File: config.mk
export PLATFORM = sky130hd
export DESIGN_NAME = spi_clock_divider_search_top
export DESIGN_NICKNAME = d
export VERILOG_FILES = /design/src/design/scds_pkg.sv /design/src/design/scds_ctrl.sv /design/src/design/scds_dp.sv /design/src/design/spi_clock_divider_search_top.sv
export SDC_FILE = /design/constraint.sdc
export NUM_CORES = 1
export LEC_CHECK = 0
export ABC_CLOCK_PERIOD_IN_PS = 9700
export BUFFER_PORTS_ARGS = -buffer_cell sky130_fd_sc_hd__buf_4
export CAP_MARGIN = 20
export CORE_ASPECT_RATIO = 2
export CORE_MARGIN = 4
export CORE_UTILIZATION = 40
export CTS_BUF_LIST = sky130_fd_sc_hd__clkbuf_4
export DETAILED_ROUTE_END_ITERATION = 8
export REMOVE_ABC_BUFFERS = 1
export SLEW_MARGIN = 10
export SYNTH_ARGS = -nofsm -noshare
export SYNTH_HDL_FRONTEND = slang
export SYNTH_SLANG_ARGS = --single-unit
File: constraint.sdc
create_clock -name clk -period 9.7 [get_ports clk]
set_input_delay 1.94 -clock clk [delete_from_list [all_inputs] [get_ports clk]]
set_output_delay 1.94 -clock clk [all_outputs]
set_load 0.1 [all_outputs]
File: src/design/scds_pkg.sv
// Shared constants, types and sizing functions for the serial clock divider search.
package scds_pkg;

  localparam int PRESCALE_LIMIT_DEF = 255;
  localparam int RATE_MAX_DEF       = 255;

  localparam logic [31:0] CLOCK_FREQ_RESET = 32'd125000000;

  // Steps of the bit-serial clock_freq / bit_rate divider
  localparam int MAIN_DIV_STEPS = 32;
  // Quotient bits retired per step of the prescale trial divider
  localparam int SRCH_RADIX_BITS = 4;

  localparam logic [1:0] STATUS_FOUND    = 2'd0;
  localparam logic [1:0] STATUS_INVALID  = 2'd1;
  localparam logic [1:0] STATUS_NO_MATCH = 2'd2;

  typedef struct packed {
    logic       load;
    logic       div_step;
    logic       srch_start;
    logic       srch_step;
    logic       next_p;
    logic       set_res;
    logic [1:0] res_code;
  } scds_cmd_t;

  typedef struct packed {
    logic rate_zero;
    logic div_skip;
    logic hit;
    logic p_last;
  } scds_stat_t;

  // Largest divisor product prescale * (1 + rate) reachable
  function automatic int scds_vmax(int plim, int rmax);
    return ((plim - 1) / 2) * 2 * (rmax + 1);
  endfunction

  // Bits to hold divider + 1 for every divider that can still match
  function automatic int scds_div_w(int plim, int rmax);
    return $clog2(scds_vmax(plim, rmax) + 3);
  endfunction

  function automatic int scds_srch_steps(int plim, int rmax);
    return (scds_div_w(plim, rmax) + SRCH_RADIX_BITS - 1) / SRCH_RADIX_BITS;
  endfunction

endpackage

File: src/design/scds_ctrl.sv
// Sequencer for the divider search: division, per-prescale trials, result hand-off.
module scds_ctrl
  import scds_pkg::*;
#(
  parameter int SRCH_STEPS = 4
) (
  input  logic       clk,
  input  logic       rst_n,
  input  logic       in_valid,
  output logic       in_ready,
  output logic       out_valid,
  input  logic       out_ready,
  input  scds_stat_t stat,
  output scds_cmd_t  cmd
);

  localparam logic [2:0] S_IDLE  = 3'd0;
  localparam logic [2:0] S_DIV   = 3'd1;
  localparam logic [2:0] S_CHECK = 3'd2;
  localparam logic [2:0] S_SRCH  = 3'd3;
  localparam logic [2:0] S_TEST  = 3'd4;
  localparam logic [2:0] S_OUT   = 3'd5;

  localparam logic [4:0] MAIN_LAST = 5'(MAIN_DIV_STEPS - 1);
  localparam logic [4:0] SRCH_LAST = 5'(SRCH_STEPS - 1);

  logic [2:0] state_r, state_nxt;
  logic [4:0] cnt_r, cnt_nxt;
  logic [1:0] code_r, code_nxt;
  logic       out_valid_r, out_valid_nxt;

  always_comb begin
    state_nxt     = state_r;
    cnt_nxt       = cnt_r;
    code_nxt      = code_r;
    out_valid_nxt = out_valid_r && !out_ready;
    in_ready      = 1'b0;
    cmd           = '0;
    unique case (state_r)
      S_IDLE: begin
        in_ready = 1'b1;
        if (in_valid) begin
          cmd.load  = 1'b1;
          cnt_nxt   = '0;
          state_nxt = S_DIV;
        end
      end
      S_DIV: begin
        cmd.div_step = 1'b1;
        if (cnt_r == MAIN_LAST) begin
          state_nxt = S_CHECK;
        end else begin
          cnt_nxt = cnt_r + 5'd1;
        end
      end
      S_CHECK: begin
        priority if (stat.rate_zero) begin
          code_nxt  = STATUS_INVALID;
          state_nxt = S_OUT;
        end else if (stat.div_skip) begin
          code_nxt  = STATUS_NO_MATCH;
          state_nxt = S_OUT;
        end else begin
          cmd.srch_start = 1'b1;
          cnt_nxt        = '0;
          state_nxt      = S_SRCH;
        end
      end
      S_SRCH: begin
        cmd.srch_step = 1'b1;
        if (cnt_r == SRCH_LAST) begin
          state_nxt = S_TEST;
        end else begin
          cnt_nxt = cnt_r + 5'd1;
        end
      end
      S_TEST: begin
        priority if (stat.hit) begin
          code_nxt  = STATUS_FOUND;
          state_nxt = S_OUT;
        end else if (stat.p_last) begin
          code_nxt  = STATUS_NO_MATCH;
          state_nxt = S_OUT;
        end else begin
          cmd.next_p = 1'b1;
          cnt_nxt    = '0;
          state_nxt  = S_SRCH;
        end
      end
      S_OUT: begin
        // hold until the output register is free
        if (!out_valid_r || out_ready) begin
          cmd.set_res   = 1'b1;
          cmd.res_code  = code_r;
          out_valid_nxt = 1'b1;
          state_nxt     = S_IDLE;
        end
      end
      default: begin
        state_nxt = S_IDLE;
      end
    endcase
  end

  always_ff @(posedge clk) begin
    if (!rst_n) begin
      state_r     <= S_IDLE;
      cnt_r       <= '0;
      code_r      <= STATUS_NO_MATCH;
      out_valid_r <= 1'b0;
    end else begin
      state_r     <= state_nxt;
      cnt_r       <= cnt_nxt;
      code_r      <= code_nxt;
      out_valid_r <= out_valid_nxt;
    end
  end

  assign out_valid = out_valid_r;

endmodule

File: src/design/scds_dp.sv
// Datapath: clock register, serial divider, prescale trial divider and result register.
module scds_dp
  import scds_pkg::*;
#(
  parameter int PRESCALE_LIMIT = PRESCALE_LIMIT_DEF,
  parameter int RATE_MAX       = RATE_MAX_DEF
) (
  input  logic        clk,
  input  logic        rst_n,
  input  logic        cfg_wr_en,
  input  logic [31:0] cfg_wr_data,
  input  logic [31:0] in_bit_rate,
  input  scds_cmd_t   cmd,
  output scds_stat_t  stat,
  output logic [1:0]  out_status,
  output logic [7:0]  out_prescale,
  output logic [7:0]  out_serial_rate
);

  localparam int PW  = $clog2(PRESCALE_LIMIT);
  localparam int DW  = scds_div_w(PRESCALE_LIMIT, RATE_MAX);
  localparam int SNW = SRCH_RADIX_BITS * scds_srch_steps(PRESCALE_LIMIT, RATE_MAX);

  localparam logic [31:0]    DIV_MAX = 32'(scds_vmax(PRESCALE_LIMIT, RATE_MAX) + 1);
  localparam logic [PW:0]    P_LIM   = (PW + 1)'(PRESCALE_LIMIT);
  localparam logic [SNW-1:0] K_MAX   = SNW'(RATE_MAX + 1);

  logic [31:0]    clock_freq_r;
  logic [31:0]    den_r;
  logic [31:0]    num_r;
  logic [31:0]    rem_r;
  logic [DW-1:0]  n_r;
  logic [PW-1:0]  p_r;
  logic [SNW-1:0] sn_r;
  logic [PW-1:0]  srem_r;
  logic [1:0]     status_r;
  logic [7:0]     prescale_r;
  logic [7:0]     rate_r;

  // one restoring step of clock_freq / bit_rate
  logic [32:0] main_t;
  logic [32:0] main_d;
  logic        main_ge;
  assign main_t  = {rem_r, num_r[31]};
  assign main_d  = main_t - {1'b0, den_r};
  assign main_ge = main_t >= {1'b0, den_r};

  logic [DW-1:0] n_calc;
  assign n_calc = num_r[DW-1:0] + DW'(1);

  // four restoring steps of (divider + 1) / prescale
  logic [SNW-1:0] sn_step;
  logic [PW-1:0]  srem_step;
  always_comb begin
    logic [PW:0]    t;
    logic [PW-1:0]  r;
    logic [SNW-1:0] n;
    r = srem_r;
    n = sn_r;
    for (int i = 0; i < SRCH_RADIX_BITS; i++) begin
      t = {r, n[SNW-1]};
      n = {n[SNW-2:0], 1'b0};
      if (t >= {1'b0, p_r}) begin
        t    = t - {1'b0, p_r};
        n[0] = 1'b1;
      end
      r = t[PW-1:0];
    end
    sn_step   = n;
    srem_step = r;
  end

  // smallest multiple of the prescale inside the window around the divider
  logic [SNW-1:0] k;
  logic [SNW-1:0] k_m1;
  assign k    = (srem_r == '0 && p_r == PW'(2)) ? sn_r - SNW'(1) : sn_r;
  assign k_m1 = k - SNW'(1);

  assign stat.rate_zero = den_r == '0;
  assign stat.div_skip  = (num_r < 32'd2) || (num_r > DIV_MAX);
  assign stat.hit       = (srem_r <= PW'(2)) && (k <= K_MAX);
  assign stat.p_last    = ({1'b0, p_r} + (PW + 1)'(2)) >= P_LIM;

  always_ff @(posedge clk) begin
    if (!rst_n) begin
      clock_freq_r <= CLOCK_FREQ_RESET;
    end else if (cfg_wr_en) begin
      clock_freq_r <= cfg_wr_data;
    end
  end

  always_ff @(posedge clk) begin
    if (cmd.load) begin
      den_r <= in_bit_rate;
      num_r <= clock_freq_r;
      rem_r <= '0;
    end else if (cmd.div_step) begin
      num_r <= {num_r[30:0], main_ge};
      rem_r <= main_ge ? main_d[31:0] : main_t[31:0];
    end
  end

  always_ff @(posedge clk) begin
    if (cmd.srch_start) begin
      n_r    <= n_calc;
      p_r    <= PW'(2);
      sn_r   <= SNW'(n_calc);
      srem_r <= '0;
    end else if (cmd.next_p) begin
      p_r    <= p_r + PW'(2);
      sn_r   <= SNW'(n_r);
      srem_r <= '0;
    end else if (cmd.srch_step) begin
      sn_r   <= sn_step;
      srem_r <= srem_step;
    end
  end

  always_ff @(posedge clk) begin
    if (cmd.set_res) begin
      status_r <= cmd.res_code;
      if (cmd.res_code == STATUS_FOUND) begin
        prescale_r <= 8'(p_r);
        rate_r     <= 8'(k_m1);
      end else begin
        prescale_r <= '0;
        rate_r     <= '0;
      end
    end
  end

  assign out_status      = status_r;
  assign out_prescale    = prescale_r;
  assign out_serial_rate = rate_r;

endmodule

File: src/design/spi_clock_divider_search_top.sv
// Serial port clock divider search: finds prescale and rate for a requested bit rate.
//
// Input channel in_*: one transfer carries a requested bit rate. Result channel out_*:
// one transfer per request with status, prescale and serial rate. cfg_wr_en writes the
// peripheral clock frequency; write it only while no request is in flight.
// A request is taken only while the block is free. The divider clock_freq / bit_rate
// runs one quotient bit a cycle; each even prescale is then tried by a
// radix-16 trial divider. The next request is taken the cycle after the
// result is loaded into the output register.
// Reset restores the clock frequency to 125 MHz and drops any request in flight.
// When the receiver stalls, the result holds in the output register; a new request
// is still accepted and computed, and its result waits until the register frees.
module spi_clock_divider_search_top
  import scds_pkg::*;
#(
  parameter int PRESCALE_LIMIT = PRESCALE_LIMIT_DEF,
  parameter int RATE_MAX       = RATE_MAX_DEF
) (
  input  logic        clk,
  input  logic        rst_n,
  input  logic        cfg_wr_en,
  input  logic [31:0] cfg_wr_data,
  input  logic        in_tvalid,
  output logic        in_tready,
  input  logic [31:0] in_tdata,   // [31:0] bit_rate
  output logic        out_tvalid,
  input  logic        out_tready,
  output logic [23:0] out_tdata   // [1:0] status, [9:2] prescale, [17:10] serial_rate
);

  localparam int SRCH_STEPS = scds_srch_steps(PRESCALE_LIMIT, RATE_MAX);

  scds_cmd_t  cmd;
  scds_stat_t stat;
  logic [1:0] status;
  logic [7:0] prescale;
  logic [7:0] serial_rate;

  scds_ctrl #(
    .SRCH_STEPS(SRCH_STEPS)
  ) u_ctrl (
    .clk      (clk),
    .rst_n    (rst_n),
    .in_valid (in_tvalid),
    .in_ready (in_tready),
    .out_valid(out_tvalid),
    .out_ready(out_tready),
    .stat     (stat),
    .cmd      (cmd)
  );

  scds_dp #(
    .PRESCALE_LIMIT(PRESCALE_LIMIT),
    .RATE_MAX      (RATE_MAX)
  ) u_dp (
    .clk            (clk),
    .rst_n          (rst_n),
    .cfg_wr_en      (cfg_wr_en),
    .cfg_wr_data    (cfg_wr_data),
    .in_bit_rate    (in_tdata),
    .cmd            (cmd),
    .stat           (stat),
    .out_status     (status),
    .out_prescale   (prescale),
    .out_serial_rate(serial_rate)
  );

  assign out_tdata = {6'b0, serial_rate, prescale, status};

endmodule

## After elaboration in Yosys (flattened, before gate mapping)

Cells that the tools add are included.

| operators by class | value |
|---|---|
| add/sub/neg operators | 11 |
| magnitude comparators | 10 |
| equal/unequal tests | 20 |
| multiplexer cells | 52 |
| reductions and logical operators | 19 |

Operators with widths:

| operator | number |
|---|---|
| $mux 32 | 3 |
| $mux 16 | 4 |
| $ge 9x8->1 | 4 |
| $mux 5 | 7 |
| $ge 33x32->1 | 1 |
| $gt 32x16->1 const B | 1 |
| $logic_not 32->1 | 1 |
| $lt 32x2->1 const B | 1 |
| $mux 8 | 4 |
| $sub 32x32->32 | 1 |
| $sub 8x8->8 | 4 |
| $mux 3 | 10 |
| $pmux 5 s5 | 1 |
| $pmux 3 s6 | 1 |
| $mux 1 | 17 |
| $add 16x1->16 const B | 1 |
| $le 16x9->1 const B | 1 |
| $sub 16x1->16 const B | 1 |
| $ne 2x2->1 const B | 7 |
| $add 8x2->9 const B | 1 |
| $ge 9x8->1 const B | 1 |
| $add 8x2->8 const B | 1 |
| $eq 8x2->1 const B | 1 |
| $le 8x2->1 const B | 1 |
| 24 further kinds | 37 |

| storage, ports and cells | value |
|---|---|
| register bits after elaboration | 205 |

## Depth between registers and ports, before layout

Gate-level depths: netlist of the first run.

| logic depth | value |
|---|---|
| depth after elaboration | 11 |
| gate-level depth with buffers | 36 |
| mapped depth without buffers | 35 |

## Cells and area by module

A second synthesis of the first run with hierarchy kept.

| second synthesis, totals | value |
|---|---|
| cell total of the unflattened synthesis | 1286 |
| area total of the unflattened synthesis | 12366.9 µm² |

Modules (own cells, without submodules):

| module | times used | cells each | area each (µm²) | seq. area each (µm²) |
|---|---|---|---|---|
| scds_dp | 1 | 1173 | 11481.0 | 4974.8 |
| scds_ctrl | 1 | 106 | 837.1 | 220.2 |
| spi_clock_divider_search_top | 1 | 7 | 48.8 | 0.0 |

## Worst setup path before layout of the first run

No wires, ideal clock.

| timing | value |
|---|---|
| kind | register to register |
| start | register u_dp.p_r[1] |
| end | register u_dp.sn_r[0] (data pin) |
| library setup time | 0.259 ns |
| arrival time | 7.051 ns |
| data required time | 9.441 ns |
| path slack | 2.390 ns |
| stages on the path, launching flop included | 33 |
| path buffers | 1 |
| path through | dfxtp_1 ha_1 inv_1 fa_1 a211oi_2 o21ai_1 a21oi_2 mux2_2 ha_1 nor2b_1 o31a_1 o221ai_1 o211ai_2 nand2_1 o21ai_0 fa_1 inv_1 a21o_1 a21oi_1 o21ai_0 o22ai_1 nand2_1 mux2i_1 ha_1 nor2b_1 o21ai_0 a21boi_0 o21ai_0 nand2b_1 o21a_1 a2111o_1 buf_2 o31a_1 |

| on the way | value |
|---|---|
| cells in the longest elaborated chain, start to end | 11 |
| elaborated cells on any way between the ends | 24 |
| those cells by class | 4 x add/sub; 6 x order compare; 1 x eq/ne; 11 x mux; 2 x reduce/logical |

RTL lines:

| element | line | RTL |
|---|---|---|
| from (decl) | scds_dp.sv:33 | `logic [PW-1:0] p_r;` |
| from (signal assigned) | scds_dp.sv:110 | `p_r <= p_r + PW'(2);` |
| $sub 8x8->8 or $ge 9x8->1 (tied branches) | scds_dp.sv:64, scds_dp.sv:63 |  |
| $mux 8 | scds_dp.sv:63 | `if (t >= {1'b0, p_r}) begin` |
| $sub 8x8->8 or $ge 9x8->1 (tied branches) | scds_dp.sv:64, scds_dp.sv:63 |  |
| $mux 8 | scds_dp.sv:63 |  |
| $sub 8x8->8 or $ge 9x8->1 (tied branches) | scds_dp.sv:64, scds_dp.sv:63 |  |
| $mux 8 | scds_dp.sv:63 |  |
| $ge 9x8->1 | scds_dp.sv:63 |  |
| $mux 1 | scds_dp.sv:63 |  |
| $mux 16 | scds_dp.sv:113 | `end else if (cmd.srch_step) begin` |
| $mux 16 * | scds_dp.sv:109 | `end else if (cmd.next_p) begin` |
| $mux 16 * | scds_dp.sv:104 | `if (cmd.srch_start) begin` |
| to (signal assigned) | scds_dp.sv:107 | `sn_r <= SNW'(n_calc);` |
| to (signal assigned) | scds_dp.sv:111 | `sn_r <= SNW'(n_r);` |
| to (signal assigned) | scds_dp.sv:114 | `sn_r <= sn_step;` |
| to (decl) | scds_dp.sv:34 | `logic [SNW-1:0] sn_r;` |

Mark *: on every way between the ends. The rest lies on a longest branch, timed or not. The select of a mux whose other input is x is not followed.
A chain may end at the register's enable or synchronous reset.

## Worst setup path after layout of the first run

| timing | value |
|---|---|
| start | register u_dp.p_r[2] |
| end | register u_dp.sn_r[0] (data pin) |

The elaborated chain is that of the path after synthesis.

==> flow_results.xml, run 1 <==
<?xml version="1.0" encoding="UTF-8"?>
<metrics>
  <group name="run_status">
    <metric name="status" unit="">finished, final reports clean</metric>
  </group>
  <group name="timing">
    <metric name="worst_slew_pin_slew" unit="ps">1030</metric>
    <metric name="final.setup.tns" unit="ps">0</metric>
    <metric name="final.setup_skew" unit="ps">54.9</metric>
    <metric name="final_hold_viol_count" unit="">0</metric>
    <metric name="unrepaired_setup_endpoints_after_global_routing" unit="">no</metric>
    <metric name="shortest_period_the_worst_path_allows" unit="ps">8510</metric>
    <metric name="timing.slew.headroom" unit="%">31.7</metric>
    <metric name="setup-violations-final" unit="">0</metric>
    <metric name="period_utilization_post_route" unit="%">87.8</metric>
    <metric name="maxSlewViolCount" unit="">0</metric>
    <metric name="fmax" unit="GHz">0.117</metric>
  </group>
  <group name="pwr">
    <metric name="power_switching_share" unit="%">42.8</metric>
    <metric name="max-vdd-ir-drop" unit="uV">262</metric>
    <metric name="p_leak" unit="nW">5.80</metric>
    <metric name="clkPwrFrac" unit="%">16.3</metric>
    <metric name="power.density_cell_area" unit="nW/um2">328</metric>
    <metric name="net-switching-power" unit="W">0.00194</metric>
    <metric name="power_frac_seq" unit="%">28.3</metric>
    <metric name="p_total" unit="W">0.00452</metric>
    <metric name="comb_power_share" unit="%">55.4</metric>
    <metric name="power_report.internal_total" unit="W">0.00258</metric>
  </group>
  <group name="yosys">
    <metric name="synth_seq_cells" unit="">203</metric>
    <metric name="synth_cells" unit="">1306</metric>
    <metric name="primary_ff_master_synth" unit="">sky130_fd_sc_hd__edfxtp_1</metric>
    <metric name="synth_top_cell_by_area" unit="">sky130_fd_sc_hd__edfxtp_1</metric>
    <metric name="synthesis.area" unit="um2">12200</metric>
    <metric name="synth-edff-count" unit="">113</metric>
    <metric name="postSynth.asyncResetShare" unit="%">0</metric>
    <metric name="postSynthAreaPerCell" unit="um2">9.32</metric>
    <metric name="synth.top_cells.by_area" unit="">sky130_fd_sc_hd__edfxtp_1 (28%), sky130_fd_sc_hd__dfxtp_1 (15%), sky130_fd_sc_hd__ha_1 (7.1%)</metric>
    <metric name="seq_area_frac_synth" unit="%">42.7</metric>
    <metric name="synth_largest_type_area_fraction" unit="%">27.9</metric>
    <metric name="ys_warn_count" unit="">0</metric>
    <metric name="netlist-cell-type-count" unit="">80</metric>
  </group>
  <group name="detailed_routing">
    <metric name="route.detailed.wl_per_inst" unit="um">17.3</metric>
    <metric name="dr.first_iter.drc_count" unit="">529</metric>
    <metric name="drt_drc_violations_left" unit="">0</metric>
    <metric name="detailroute.via_count" unit="">9851</metric>
    <metric name="detailedRoute.firstPassIterationCount" unit="">5</metric>
    <metric name="drt-total-wl" unit="um">31300</metric>
    <metric name="drt-vias-per-instance" unit="">5.45</metric>
    <metric name="route.antenna.remaining_nets" unit="">0</metric>
  </group>
  <group name="clock_network">
    <metric name="ctsHoldBuffers" unit="">0</metric>
    <metric name="clkLatencyLatePin" unit="ps">680</metric>
    <metric name="numCtsBuffers" unit="">48</metric>
    <metric name="cts.sinks" unit="">203</metric>
    <metric name="post_cts_resize_count" unit="">0</metric>
    <metric name="cts_setup_buffers" unit="">0</metric>
    <metric name="cts.reportedPaths.clkPinSlew" unit="ps">70</metric>
    <metric name="clock_tree_from_tritoncts" unit="">yes</metric>
    <metric name="clock_tree.buffer_depth" unit="">3</metric>
    <metric name="htree_num_levels" unit="">2</metric>
    <metric name="cts-root-buf" unit="">sky130_fd_sc_hd__clkbuf_4</metric>
  </group>
  <group name="setup_path">
    <metric name="crit_arrival" unit="ps">8950</metric>
    <metric name="worst-r2r-setup-slack" unit="ps">1190</metric>
    <metric name="r2r-start" unit="">u_dp.p_r[2]$_SDFFE_PP0P_</metric>
    <metric name="cp_max_fo" unit="">10</metric>
    <metric name="max_stage_delay_cell_worst_path" unit="">sky130_fd_sc_hd__dfxtp_1</metric>
    <metric name="reg2reg_depth" unit="">30</metric>
    <metric name="r2r_end" unit="">u_dp.sn_r[0]$_DFFE_PP_</metric>
    <metric name="cpMostUsedCell" unit="">sky130_fd_sc_hd__o21ai_0</metric>
    <metric name="critical_path_class" unit="">reg -&gt; reg</metric>
    <metric name="timing.critical_path.from_type" unit="">flip-flop</metric>
    <metric name="cp_data_required_time" unit="ps">10140</metric>
    <metric name="critical_path.max_stage_delay" unit="ps">600</metric>
    <metric name="worstSetupEndpointType" unit="">flip-flop</metric>
  </group>
  <group name="die">
    <metric name="die_w" unit="um">131</metric>
    <metric name="dieHeight" unit="um">255</metric>
    <metric name="floorplan.initialDensity" unit="%">40.5</metric>
    <metric name="ioPinCount" unit="">95</metric>
    <metric name="core" unit="um2">30100</metric>
    <metric name="rows" unit="">90</metric>
    <metric name="area_of_the_die" unit="um2">33400</metric>
  </group>
  <group name="finish">
    <metric name="area_used_by_multi_input_combinational_logic" unit="um2">6420</metric>
    <metric name="layout-area-overhead-vs-synth" unit="%">13.3</metric>
    <metric name="layout.cells.most_common" unit="">sky130_fd_sc_hd__nand2_1</metric>
    <metric name="finish.net_count" unit="">1541</metric>
    <metric name="layout.filler_cells" unit="">2934</metric>
    <metric name="fin_util" unit="%">45.9</metric>
    <metric name="seq_area" unit="um2">5190</metric>
    <metric name="mostFrequentLayoutCells" unit="">sky130_fd_sc_hd__nand2_1 (187), sky130_fd_sc_hd__edfxtp_1 (113), sky130_fd_sc_hd__buf_4 (97)</metric>
    <metric name="layout-drive-gt1-share" unit="%">14.7</metric>
  </group>
  <group name="global_routing">
    <metric name="grt_antenna_before_repair" unit="">1</metric>
    <metric name="via_count_of_the_first_global_routing_pass" unit="">9864</metric>
    <metric name="grt_start_max_net_pins" unit="">66</metric>
    <metric name="grt-ovfl-total" unit="">0</metric>
    <metric name="grt_util_all_layers" unit="%">18.3</metric>
    <metric name="grt_pass1_wl" unit="um">49700</metric>
  </group>
  <group name="worst_hold_path">
    <metric name="worstHoldPathType" unit="">reg -&gt; reg</metric>
    <metric name="worst_hold_path.num_cells" unit="">2</metric>
    <metric name="min_from" unit="">u_dp.rem_r[31]$_SDFFE_PP0P_</metric>
    <metric name="hold_path_end" unit="">u_dp.rem_r[31]$_SDFFE_PP0P_</metric>
  </group>
  <group name="job">
    <metric name="max_cap_viol_count" unit="">0</metric>
  </group>
  <group name="placed_design">
    <metric name="weighted_congestion_reported_at_the_end_of_routability_driven_placement" unit="">0.931</metric>
    <metric name="hpwlAfterDp" unit="um">23500</metric>
    <metric name="numPortBuffers" unit="">87</metric>
  </group>
</metrics>
[Yosys cell counts, types with 10 or more instances]
| cell type | number |
|---|---|
| sky130_fd_sc_hd__nand2_1 | 187 |
| sky130_fd_sc_hd__edfxtp_1 | 113 |
| sky130_fd_sc_hd__dfxtp_1 | 90 |
| sky130_fd_sc_hd__nor2_1 | 87 |
| sky130_fd_sc_hd__inv_1 | 83 |
| sky130_fd_sc_hd__ha_1 | 69 |
| sky130_fd_sc_hd__o21ai_0 | 67 |
| sky130_fd_sc_hd__a21oi_1 | 62 |
| sky130_fd_sc_hd__mux2i_1 | 55 |
| sky130_fd_sc_hd__xnor2_1 | 46 |
| sky130_fd_sc_hd__clkbuf_1 | 39 |
| sky130_fd_sc_hd__nor2b_1 | 37 |
| sky130_fd_sc_hd__xor2_1 | 22 |
| sky130_fd_sc_hd__nor4_1 | 21 |
| sky130_fd_sc_hd__nand3_1 | 20 |
| sky130_fd_sc_hd__nand4_1 | 18 |
| sky130_fd_sc_hd__a21o_1 | 17 |
| sky130_fd_sc_hd__nor3_1 | 17 |
| sky130_fd_sc_hd__and3_1 | 15 |
| sky130_fd_sc_hd__nand2b_1 | 15 |
| sky130_fd_sc_hd__o22ai_1 | 12 |
| sky130_fd_sc_hd__mux2_2 | 11 |
| sky130_fd_sc_hd__a31oi_1 | 10 |
| sky130_fd_sc_hd__nor3b_1 | 10 |
[how the worst max path moves through the flow]
stage | from | endpoint | slack, ps | cells after the start
final | u_dp.p_r[2]$_SDFFE_PP0P_ | u_dp.sn_r[0]$_DFFE_PP_ | 1190 | 30
after global routing | u_dp.p_r[2]$_SDFFE_PP0P_ | u_dp.srem_r[6]$_SDFFE_PP0P_ | 750 | 31
after CTS | u_dp.p_r[2]$_SDFFE_PP0P_ | u_dp.sn_r[0]$_DFFE_PP_ | 1280 | 30
after detailed placement | u_dp.p_r[2]$_SDFFE_PP0P_ | u_dp.sn_r[0]$_DFFE_PP_ | 1280 | 30
after global placement | u_dp.p_r[1]$_SDFFE_PP1P_ | u_dp.sn_r[0]$_DFFE_PP_ | 1470 | 31
after floorplan | u_dp.p_r[1]$_SDFFE_PP1P_ | u_dp.sn_r[0]$_DFFE_PP_ | 2360 | 31
[through the flow]
stage	area [um2]	worst slack, ps	hold slack [ps]	std cells
6_report	13800	1190	469	1807
4_1_cts	13800	1280	471	1805
2_1_floorplan	11900	2360	439	1250
3_5_place_dp	13100	1280	459	1715
3_3_place_gp	13100	1470	455	1715
5_1_grt	13800	749	486	1807
[metal layers]
layer / GRT usage (%) / vias up / share of wire, %
met5: 0 / - / 0
met4: 10.9 / 0 / 5.7
met3: 2.72 / 97 / 3.3
met2: 36.7 / 242 / 56
met1: 17.4 / 4604 / 35
li1: - / 4908 / -
[power by group through the flow]
stage               registers [W]  logic, W  clock network, W
finish                    0.00128   0.00250          0.000737
global route              0.00130   0.00278          0.000811
CTS                       0.00128   0.00251          0.000773
detailed placement        0.00130   0.00250                 0
global placement          0.00129   0.00247                 0
floorplan                 0.00124   0.00195                 0
[flip-flops by register name, summed over array words and instances (netlist names), 5 cells and up]
name / count
u_dp.num_r: 32
u_dp.sn_r: 16
u_dp.rem_r: 32
u_dp.out_serial_rate: 8
u_dp.p_r: 7
u_dp.n_r: 16
u_dp.out_prescale: 7
u_dp.den_r: 32
u_ctrl.cnt_r: 5
u_dp.srem_r: 8
u_dp.clock_freq_r: 32
[cell type report]
class / count / area share (%)
antenna: 1 / 0.0181
clock buffer: 69 / 3.76
clock inverter: 21 / 1.01
inverter: 84 / 2.29
multi-input combinational: 963 / 46.6
sequential: 203 / 37.7
tap: 368 / 3.34
timing repair buffer: 98 / 5.36
[critical path, delay by kind of cell (launching register included)]
family	cells	cell delay [ps]
DFF	1	600
adders and majority gates	4	1660
AOI/OAI and AO/OA	17	4040
muxes	2	680
buffers and inverters	2	360
and+or+nand+nor	5	910
[kinds of logic (layout without fill, tap and decap cells)]
logic type | Yosys count | after routing | share of synthesized area [%]
DFF | 203 | 203 | 42.7
other | 1 | 8 | 0.0308
xor gates and xnor gates | 68 | 68 | 4.90
adders and majority gates | 74 | 74 | 7.92
buffers and inverters | 146 | 272 | 4.90
AOI/OAI and AO/OA | 275 | 275 | 15.0
and+or+nand+nor | 473 | 473 | 19.0
muxes | 66 | 66 | 5.54
Power figures use the tool's default switching activity.
==> run 2: changes to the inputs <==
Settings changed: ABC_CLOCK_PERIOD_IN_PS 9700 to 9200, CORE_ASPECT_RATIO 2 to unset.
Clock period 9.7 ns to 9.2 ns, I/O delays scaled along.
==> run 2 against run 1 <==
  * Global-route usage is 1.1 points lower
  * Routed wire length is 7.9% lower
  * Fmax is 0.33% higher
  * Die area is 0.50% lower
  * Sequential power is 5% higher
  * Clock skew is 15 ps lower
  * Critical path depth is 1 higher
  * First-iteration DRC count is 5.5% lower
  * Worst setup slack worse by 470 ps
  * Critical endpoint unchanged
==> flow_results.xml, run 2 (synthesis results as in run 1) <==
<?xml version="1.0" encoding="UTF-8"?>
<metrics>
  <group name="setup_path">
    <metric name="cp_max_fo" unit="">11</metric>
    <metric name="r2r-start" unit="">u_dp.p_r[1]$_SDFFE_PP1P_</metric>
    <metric name="cpMostUsedCell" unit="">sky130_fd_sc_hd__o21ai_0</metric>
    <metric name="worstSetupEndpointType" unit="">flip-flop</metric>
    <metric name="critical_path.startpoint" unit="">u_dp.p_r[1]$_SDFFE_PP1P_</metric>
    <metric name="crit_arrival" unit="ps">8910</metric>
    <metric name="max_stage_delay_cell_worst_path" unit="">sky130_fd_sc_hd__dfxtp_1</metric>
    <metric name="cp_data_required_time" unit="ps">9620</metric>
    <metric name="critical_path.max_stage_delay" unit="ps">580</metric>
    <metric name="timing.critical_path.from_type" unit="">flip-flop</metric>
    <metric name="critical_path_class" unit="">reg -&gt; reg</metric>
  </group>
  <group name="pwr">
    <metric name="max-vdd-ir-drop" unit="uV">202</metric>
    <metric name="clkPwrFrac" unit="%">17.2</metric>
    <metric name="power_frac_seq" unit="%">28.3</metric>
    <metric name="power.density_cell_area" unit="nW/um2">341</metric>
    <metric name="net-switching-power" unit="W">0.00199</metric>
    <metric name="p_leak" unit="nW">5.85</metric>
    <metric name="p_total" unit="W">0.00474</metric>
    <metric name="power_switching_share" unit="%">42.0</metric>
    <metric name="comb_power_share" unit="%">54.5</metric>
    <metric name="power_report.internal_total" unit="W">0.00275</metric>
  </group>
  <group name="detailed_routing">
    <metric name="route.antenna.remaining_nets" unit="">0</metric>
    <metric name="drt-total-wl" unit="um">28800</metric>
    <metric name="detailedRoute.firstPassIterationCount" unit="">5</metric>
    <metric name="drt_drc_violations_left" unit="">0</metric>
    <metric name="dr.first_iter.drc_count" unit="">500</metric>
    <metric name="drt-vias-per-instance" unit="">5.30</metric>
    <metric name="detailroute.via_count" unit="">9753</metric>
    <metric name="route.detailed.wl_per_inst" unit="um">15.7</metric>
  </group>
  <group name="clock_network">
    <metric name="clkLatencyLatePin" unit="ps">690</metric>
    <metric name="cts.reportedPaths.clkPinSlew" unit="ps">70</metric>
    <metric name="clock_tree.buffer_depth" unit="">3</metric>
    <metric name="cts-root-buf" unit="">sky130_fd_sc_hd__clkbuf_4</metric>
    <metric name="htree_num_levels" unit="">2</metric>
    <metric name="ctsHoldBuffers" unit="">0</metric>
    <metric name="clock_tree_from_tritoncts" unit="">yes</metric>
    <metric name="cts.sinks" unit="">203</metric>
    <metric name="post_cts_resize_count" unit="">0</metric>
    <metric name="numCtsBuffers" unit="">55</metric>
    <metric name="cts_setup_buffers" unit="">0</metric>
  </group>
  <group name="die">
    <metric name="rows" unit="">63</metric>
    <metric name="core" unit="um2">29800</metric>
    <metric name="ioPinCount" unit="">95</metric>
    <metric name="dieHeight" unit="um">182</metric>
    <metric name="area_of_the_die" unit="um2">33300</metric>
    <metric name="floorplan.initialDensity" unit="%">40.8</metric>
    <metric name="die_w" unit="um">182</metric>
  </group>
  <group name="global_routing">
    <metric name="grt_pass1_wl" unit="um">47900</metric>
    <metric name="grt_start_max_net_pins" unit="">66</metric>
    <metric name="via_count_of_the_first_global_routing_pass" unit="">9649</metric>
    <metric name="grt_antenna_before_repair" unit="">1</metric>
    <metric name="grt_util_all_layers" unit="%">17.2</metric>
    <metric name="grt-ovfl-total" unit="">0</metric>
  </group>
  <group name="job">
    <metric name="max_cap_viol_count" unit="">0</metric>
  </group>
  <group name="finish">
    <metric name="layout-drive-gt1-share" unit="%">15.8</metric>
    <metric name="layout.cells.most_common" unit="">sky130_fd_sc_hd__nand2_1</metric>
    <metric name="layout-area-overhead-vs-synth" unit="%">14.2</metric>
    <metric name="finish.net_count" unit="">1548</metric>
    <metric name="area_used_by_multi_input_combinational_logic" unit="um2">6420</metric>
    <metric name="seq_area" unit="um2">5190</metric>
    <metric name="final_cell_area" unit="um2">13900</metric>
    <metric name="layout.filler_cells" unit="">2917</metric>
    <metric name="mostFrequentLayoutCells" unit="">sky130_fd_sc_hd__nand2_1 (187), sky130_fd_sc_hd__edfxtp_1 (113), sky130_fd_sc_hd__buf_4 (97)</metric>
  </group>
  <group name="timing">
    <metric name="fmax" unit="GHz">0.118</metric>
    <metric name="final.setup.tns" unit="ps">0</metric>
    <metric name="shortest_period_the_worst_path_allows" unit="ps">8490</metric>
    <metric name="maxSlewViolCount" unit="">0</metric>
    <metric name="timing.slew.headroom" unit="%">32.2</metric>
    <metric name="unrepaired_setup_endpoints_after_global_routing" unit="">no</metric>
    <metric name="setup-violations-final" unit="">0</metric>
    <metric name="final_hold_viol_count" unit="">0</metric>
    <metric name="worst_slew_pin_slew" unit="ps">1020</metric>
    <metric name="final.setup_skew" unit="ps">39.8</metric>
    <metric name="period_utilization_post_route" unit="%">92.2</metric>
  </group>
  <group name="run_status">
    <metric name="status" unit="">finished, final reports clean</metric>
  </group>
  <group name="placed_design">
    <metric name="detailed_place.area" unit="um2">13100</metric>
    <metric name="hpwlAfterDp" unit="um">20700</metric>
    <metric name="numPortBuffers" unit="">87</metric>
    <metric name="weighted_congestion_reported_at_the_end_of_routability_driven_placement" unit="">0.913</metric>
  </group>
  <group name="worst_hold_path">
    <metric name="min_from" unit="">u_dp.rem_r[31]$_SDFFE_PP0P_</metric>
    <metric name="worstHoldPathType" unit="">reg -&gt; reg</metric>
  </group>
</metrics>
==> run 2: cell types whose count changed in the layout (fill, tap and decap cells not counted), sizes merged <==
cell,before,now
clkbuf,69,88
clkinv,19,11
bufinv,2,0
clkinvlp,0,1
==> run 2: stage by stage <==
step | utilization [%] | setup slack [ps] | cells | hold slack, ps
finish | 46.6 | 713 | 1839 | 472
global route | 46.6 | 111 | 1839 | 506
CTS | 46.6 | 787 | 1837 | 473
detailed placement | 44.1 | 864 | 1737 | 464
global placement | 44.1 | 1040 | 1737 | 458
floorplan | - | 1860 | 1250 | 439
==> run 2: final cells by class <==
class | count | share of cell area (%)
clock buffer | 88 | 4.76
multi-input combinational | 963 | 46.2
sequential | 203 | 37.4
inverter | 84 | 2.27
timing repair buffer | 98 | 5.32
antenna | 1 | 0.0180
clock inverter | 12 | 0.486
tap | 390 | 3.51
==> run 2: worst paths after layout <==
check	end	slack, ps	cells past startpoint
worst max register to register	u_dp.sn_r[0]$_DFFE_PP_	710	31
worst max-delay path	u_dp.sn_r[0]$_DFFE_PP_	710	31
worst min register to register	u_dp.rem_r[31]$_SDFFE_PP0P_	470	2
worst min-delay path	u_dp.rem_r[31]$_SDFFE_PP0P_	470	2
==> run 2: metal layers <==
metal	share of wire, %	track usage [%]	wire [um]
met5	0	0	0
met4	2.5	5.49	710
met3	5.8	3.17	1660
met2	45	27.4	12900
met1	47	23.8	13600
==> run 2: worst max-delay path, delay by kind of cell (launching register included) <==
family | cells | cell delay [ps]
DFF | 1 | 580
and+or+nand+nor | 5 | 890
adders and majority gates | 5 | 1880
buffers and inverters | 2 | 130
muxes | 2 | 750
AOI/OAI and AO/OA | 17 | 3970
==> run 2: power groups by stage <==
stage | Sequential [W] | Clock [W] | Combinational [W]
after global placement | 0.00136 | 0 | 0.00256
after CTS | 0.00134 | 0.000849 | 0.00259
after detailed placement | 0.00136 | 0 | 0.00257
final | 0.00134 | 0.000814 | 0.00258
after floorplan | 0.00131 | 0 | 0.00206
after global routing | 0.00136 | 0.000903 | 0.00291
==> run 3: changes to the inputs <==
Settings changed: ABC_CLOCK_PERIOD_IN_PS 9200 to 9700.
Clock period 9.2 ns to 9.7 ns, I/O delays scaled along.
==> run 3 against run 2 <==
  * Register-to-register slack gained 470 ps
  * Combinational power down 4%
  * Die area is the same
  * Fmax decreased by 0.39%
  * Via count about the same
==> flow_results.xml, run 3 (synthesis results as in run 1) <==
<?xml version="1.0" encoding="UTF-8"?>
<metrics>
  <group name="finish">
    <metric name="area_used_by_multi_input_combinational_logic" unit="um2">6420</metric>
    <metric name="fin_util" unit="%">46.7</metric>
    <metric name="layout-area-overhead-vs-synth" unit="%">14.3</metric>
    <metric name="layout.cells.most_common" unit="">sky130_fd_sc_hd__nand2_1</metric>
    <metric name="layout-drive-gt1-share" unit="%">15.9</metric>
    <metric name="seq_area" unit="um2">5190</metric>
    <metric name="mostFrequentLayoutCells" unit="">sky130_fd_sc_hd__nand2_1 (187), sky130_fd_sc_hd__edfxtp_1 (113), sky130_fd_sc_hd__buf_4 (97)</metric>
    <metric name="layout.filler_cells" unit="">2918</metric>
    <metric name="finish.net_count" unit="">1548</metric>
  </group>
  <group name="pwr">
    <metric name="power_frac_seq" unit="%">28.1</metric>
    <metric name="power_switching_share" unit="%">42.0</metric>
    <metric name="max-vdd-ir-drop" unit="uV">203</metric>
    <metric name="net-switching-power" unit="W">0.00190</metric>
    <metric name="power_report.internal_total" unit="W">0.00263</metric>
    <metric name="power.density_cell_area" unit="nW/um2">326</metric>
    <metric name="p_leak" unit="nW">5.87</metric>
    <metric name="clkPwrFrac" unit="%">17.6</metric>
    <metric name="comb_power_share" unit="%">54.4</metric>
  </group>
  <group name="detailed_routing">
    <metric name="drt-total-wl" unit="um">29100</metric>
    <metric name="drt-met1-wl" unit="um">14000</metric>
    <metric name="wl_met3" unit="um">1380</metric>
    <metric name="detailroute.via_count" unit="">9758</metric>
    <metric name="drt-vias-per-instance" unit="">5.30</metric>
    <metric name="dr.first_iter.drc_count" unit="">592</metric>
    <metric name="route.antenna.remaining_nets" unit="">0</metric>
    <metric name="dr_wl_met2" unit="um">13100</metric>
    <metric name="maxUsedRoutingLayer" unit="">met4</metric>
    <metric name="route.detailed.wl_per_inst" unit="um">15.8</metric>
    <metric name="detailedRoute.firstPassIterationCount" unit="">5</metric>
    <metric name="drt_drc_violations_left" unit="">0</metric>
  </group>
  <group name="clock_network">
    <metric name="clkLatencyLatePin" unit="ps">700</metric>
    <metric name="cts.reportedPaths.clkPinSlew" unit="ps">60</metric>
    <metric name="htree_num_levels" unit="">2</metric>
    <metric name="post_cts_resize_count" unit="">0</metric>
    <metric name="cts-root-buf" unit="">sky130_fd_sc_hd__clkbuf_4</metric>
    <metric name="numCtsBuffers" unit="">55</metric>
    <metric name="clock_tree_from_tritoncts" unit="">yes</metric>
    <metric name="ctsHoldBuffers" unit="">0</metric>
    <metric name="cts.sinks" unit="">203</metric>
    <metric name="cts_setup_buffers" unit="">0</metric>
    <metric name="clock_tree.buffer_depth" unit="">3</metric>
  </group>
  <group name="setup_path">
    <metric name="critical_path.max_stage_delay" unit="ps">590</metric>
    <metric name="worstSetupEndpointType" unit="">flip-flop</metric>
    <metric name="r2r_end" unit="">u_dp.sn_r[0]$_DFFE_PP_</metric>
    <metric name="cpMostUsedCell" unit="">sky130_fd_sc_hd__o21ai_0</metric>
    <metric name="critPathTopFamily" unit="">compound AO/OA/AOI/OAI gates</metric>
    <metric name="crit_arrival" unit="ps">8950</metric>
    <metric name="critPathCapture" unit="">u_dp.sn_r[0]$_DFFE_PP_</metric>
    <metric name="critical_path_class" unit="">reg -&gt; reg</metric>
    <metric name="cp_max_fo" unit="">11</metric>
    <metric name="path_depth" unit="">31</metric>
    <metric name="r2r-start" unit="">u_dp.p_r[1]$_SDFFE_PP1P_</metric>
    <metric name="critical_path.startpoint" unit="">u_dp.p_r[1]$_SDFFE_PP1P_</metric>
    <metric name="max_stage_delay_cell_worst_path" unit="">sky130_fd_sc_hd__dfxtp_1</metric>
    <metric name="timing.critical_path.from_type" unit="">flip-flop</metric>
    <metric name="critical_path_buffer_and_inverter_count" unit="">2</metric>
    <metric name="worst-r2r-setup-slack" unit="ps">1180</metric>
    <metric name="reg2reg_depth" unit="">31</metric>
    <metric name="cp_data_required_time" unit="ps">10130</metric>
  </group>
  <group name="placed_design">
    <metric name="dpl_worst_slack" unit="ps">1300</metric>
    <metric name="hpwlAfterDp" unit="um">20800</metric>
    <metric name="numPortBuffers" unit="">87</metric>
    <metric name="weighted_congestion_reported_at_the_end_of_routability_driven_placement" unit="">0.913</metric>
  </group>
  <group name="timing">
    <metric name="period_utilization_post_route" unit="%">87.8</metric>
    <metric name="maxSlewViolCount" unit="">0</metric>
    <metric name="worst_slew_pin_slew" unit="ps">1050</metric>
    <metric name="final.setup_skew" unit="ps">73.9</metric>
    <metric name="setup-violations-final" unit="">0</metric>
    <metric name="timing.slew.headroom" unit="%">29.9</metric>
    <metric name="unrepaired_setup_endpoints_after_global_routing" unit="">no</metric>
    <metric name="shortest_period_the_worst_path_allows" unit="ps">8520</metric>
    <metric name="layout_setup_ws" unit="ps">1180</metric>
    <metric name="fmax" unit="GHz">0.117</metric>
    <metric name="final_hold_viol_count" unit="">0</metric>
    <metric name="final.setup.tns" unit="ps">0</metric>
  </group>
  <group name="die">
    <metric name="core" unit="um2">29800</metric>
    <metric name="area_of_the_die" unit="um2">33300</metric>
    <metric name="die_w" unit="um">182</metric>
    <metric name="ioPinCount" unit="">95</metric>
    <metric name="rows" unit="">63</metric>
    <metric name="floorplan.initialDensity" unit="%">40.8</metric>
    <metric name="dieHeight" unit="um">182</metric>
  </group>
  <group name="run_status">
    <metric name="status" unit="">finished, final reports clean</metric>
  </group>
  <group name="global_routing">
    <metric name="grt_util_all_layers" unit="%">17.2</metric>
    <metric name="grt_pass1_wl" unit="um">48000</metric>
    <metric name="grt_start_max_net_pins" unit="">66</metric>
    <metric name="grt-ovfl-total" unit="">0</metric>
    <metric name="via_count_of_the_first_global_routing_pass" unit="">9479</metric>
    <metric name="grt_antenna_before_repair" unit="">1</metric>
  </group>
  <group name="worst_hold_path">
    <metric name="worstHoldPathType" unit="">reg -&gt; reg</metric>
  </group>
  <group name="job">
    <metric name="max_cap_viol_count" unit="">0</metric>
  </group>
</metrics>
-- run 3: cell types whose count changed in the layout (fill, tap and decap cells not counted) --
cell                        before  now
sky130_fd_sc_hd__clkinv_4        1    0
sky130_fd_sc_hd__inv_6           0    1
sky130_fd_sc_hd__bufinv_16       0    1
sky130_fd_sc_hd__clkinv_2        1    2
sky130_fd_sc_hd__clkinv_8        1    0
-- run 3: cell type report --
| type | instances | area share [%] |
|---|---|---|
| multi-input combinational | 963 | 46.2 |
| sequential | 203 | 37.4 |
| timing repair buffer | 98 | 5.32 |
| clock buffer | 88 | 4.75 |
| tap | 390 | 3.51 |
| inverter | 84 | 2.27 |
| clock inverter | 13 | 0.621 |
| antenna | 1 | 0.0180 |
-- run 3: tightest hold or removal path: cells and delay by family (launching register included) --
family        cells  cell delay (ps)
flops             1              330
mux               1               70
simple gates      1               60
-- run 3: per-layer routing --
metal / vias to the layer above / global-route usage (%)
met5: - / 0
met3: 55 / 3.01
met2: 240 / 27.3
li1: 4934 / -
met4: 0 / 5.01
met1: 4529 / 24.1
-- run 3: worst min-delay path by stage --
stage	to	slack, ps	cells after the start	from
detailed placement	u_dp.clock_freq_r[20]$_SDFFE_PN1P_	460	2	u_dp.clock_freq_r[20]$_SDFFE_PN1P_
CTS	u_dp.clock_freq_r[20]$_SDFFE_PN1P_	480	2	u_dp.clock_freq_r[20]$_SDFFE_PN1P_
floorplan	u_dp.rem_r[31]$_SDFFE_PP0P_	440	2	u_dp.rem_r[31]$_SDFFE_PP0P_
global placement	u_dp.clock_freq_r[20]$_SDFFE_PN1P_	460	2	u_dp.clock_freq_r[20]$_SDFFE_PN1P_
finish	u_dp.clock_freq_r[25]$_SDFFE_PN1P_	470	2	u_dp.clock_freq_r[25]$_SDFFE_PN1P_
global route	u_dp.clock_freq_r[22]$_SDFFE_PN1P_	500	2	u_dp.clock_freq_r[22]$_SDFFE_PN1P_
-- run 3: power groups by stage --
stage                     Combinational, W  Sequential, W  Clock [W]
after floorplan                    0.00195        0.00124          0
after global placement             0.00243        0.00129          0
after detailed placement           0.00245        0.00129          0
after CTS                          0.00246        0.00127   0.000832
after global routing               0.00278        0.00129   0.000880
final                              0.00247        0.00127   0.000796
-- run 3: stage by stage --
stage                     std cells  total power [W]  area, um2  hold WS, ps
final                          1840          0.00454      13900          474
after global routing           1840          0.00495      13900          497
after detailed placement       1737          0.00374      13100          459
after CTS                      1838          0.00457      13900          476
after global placement         1737          0.00371      13100          457
after floorplan                1250          0.00319      11900          439
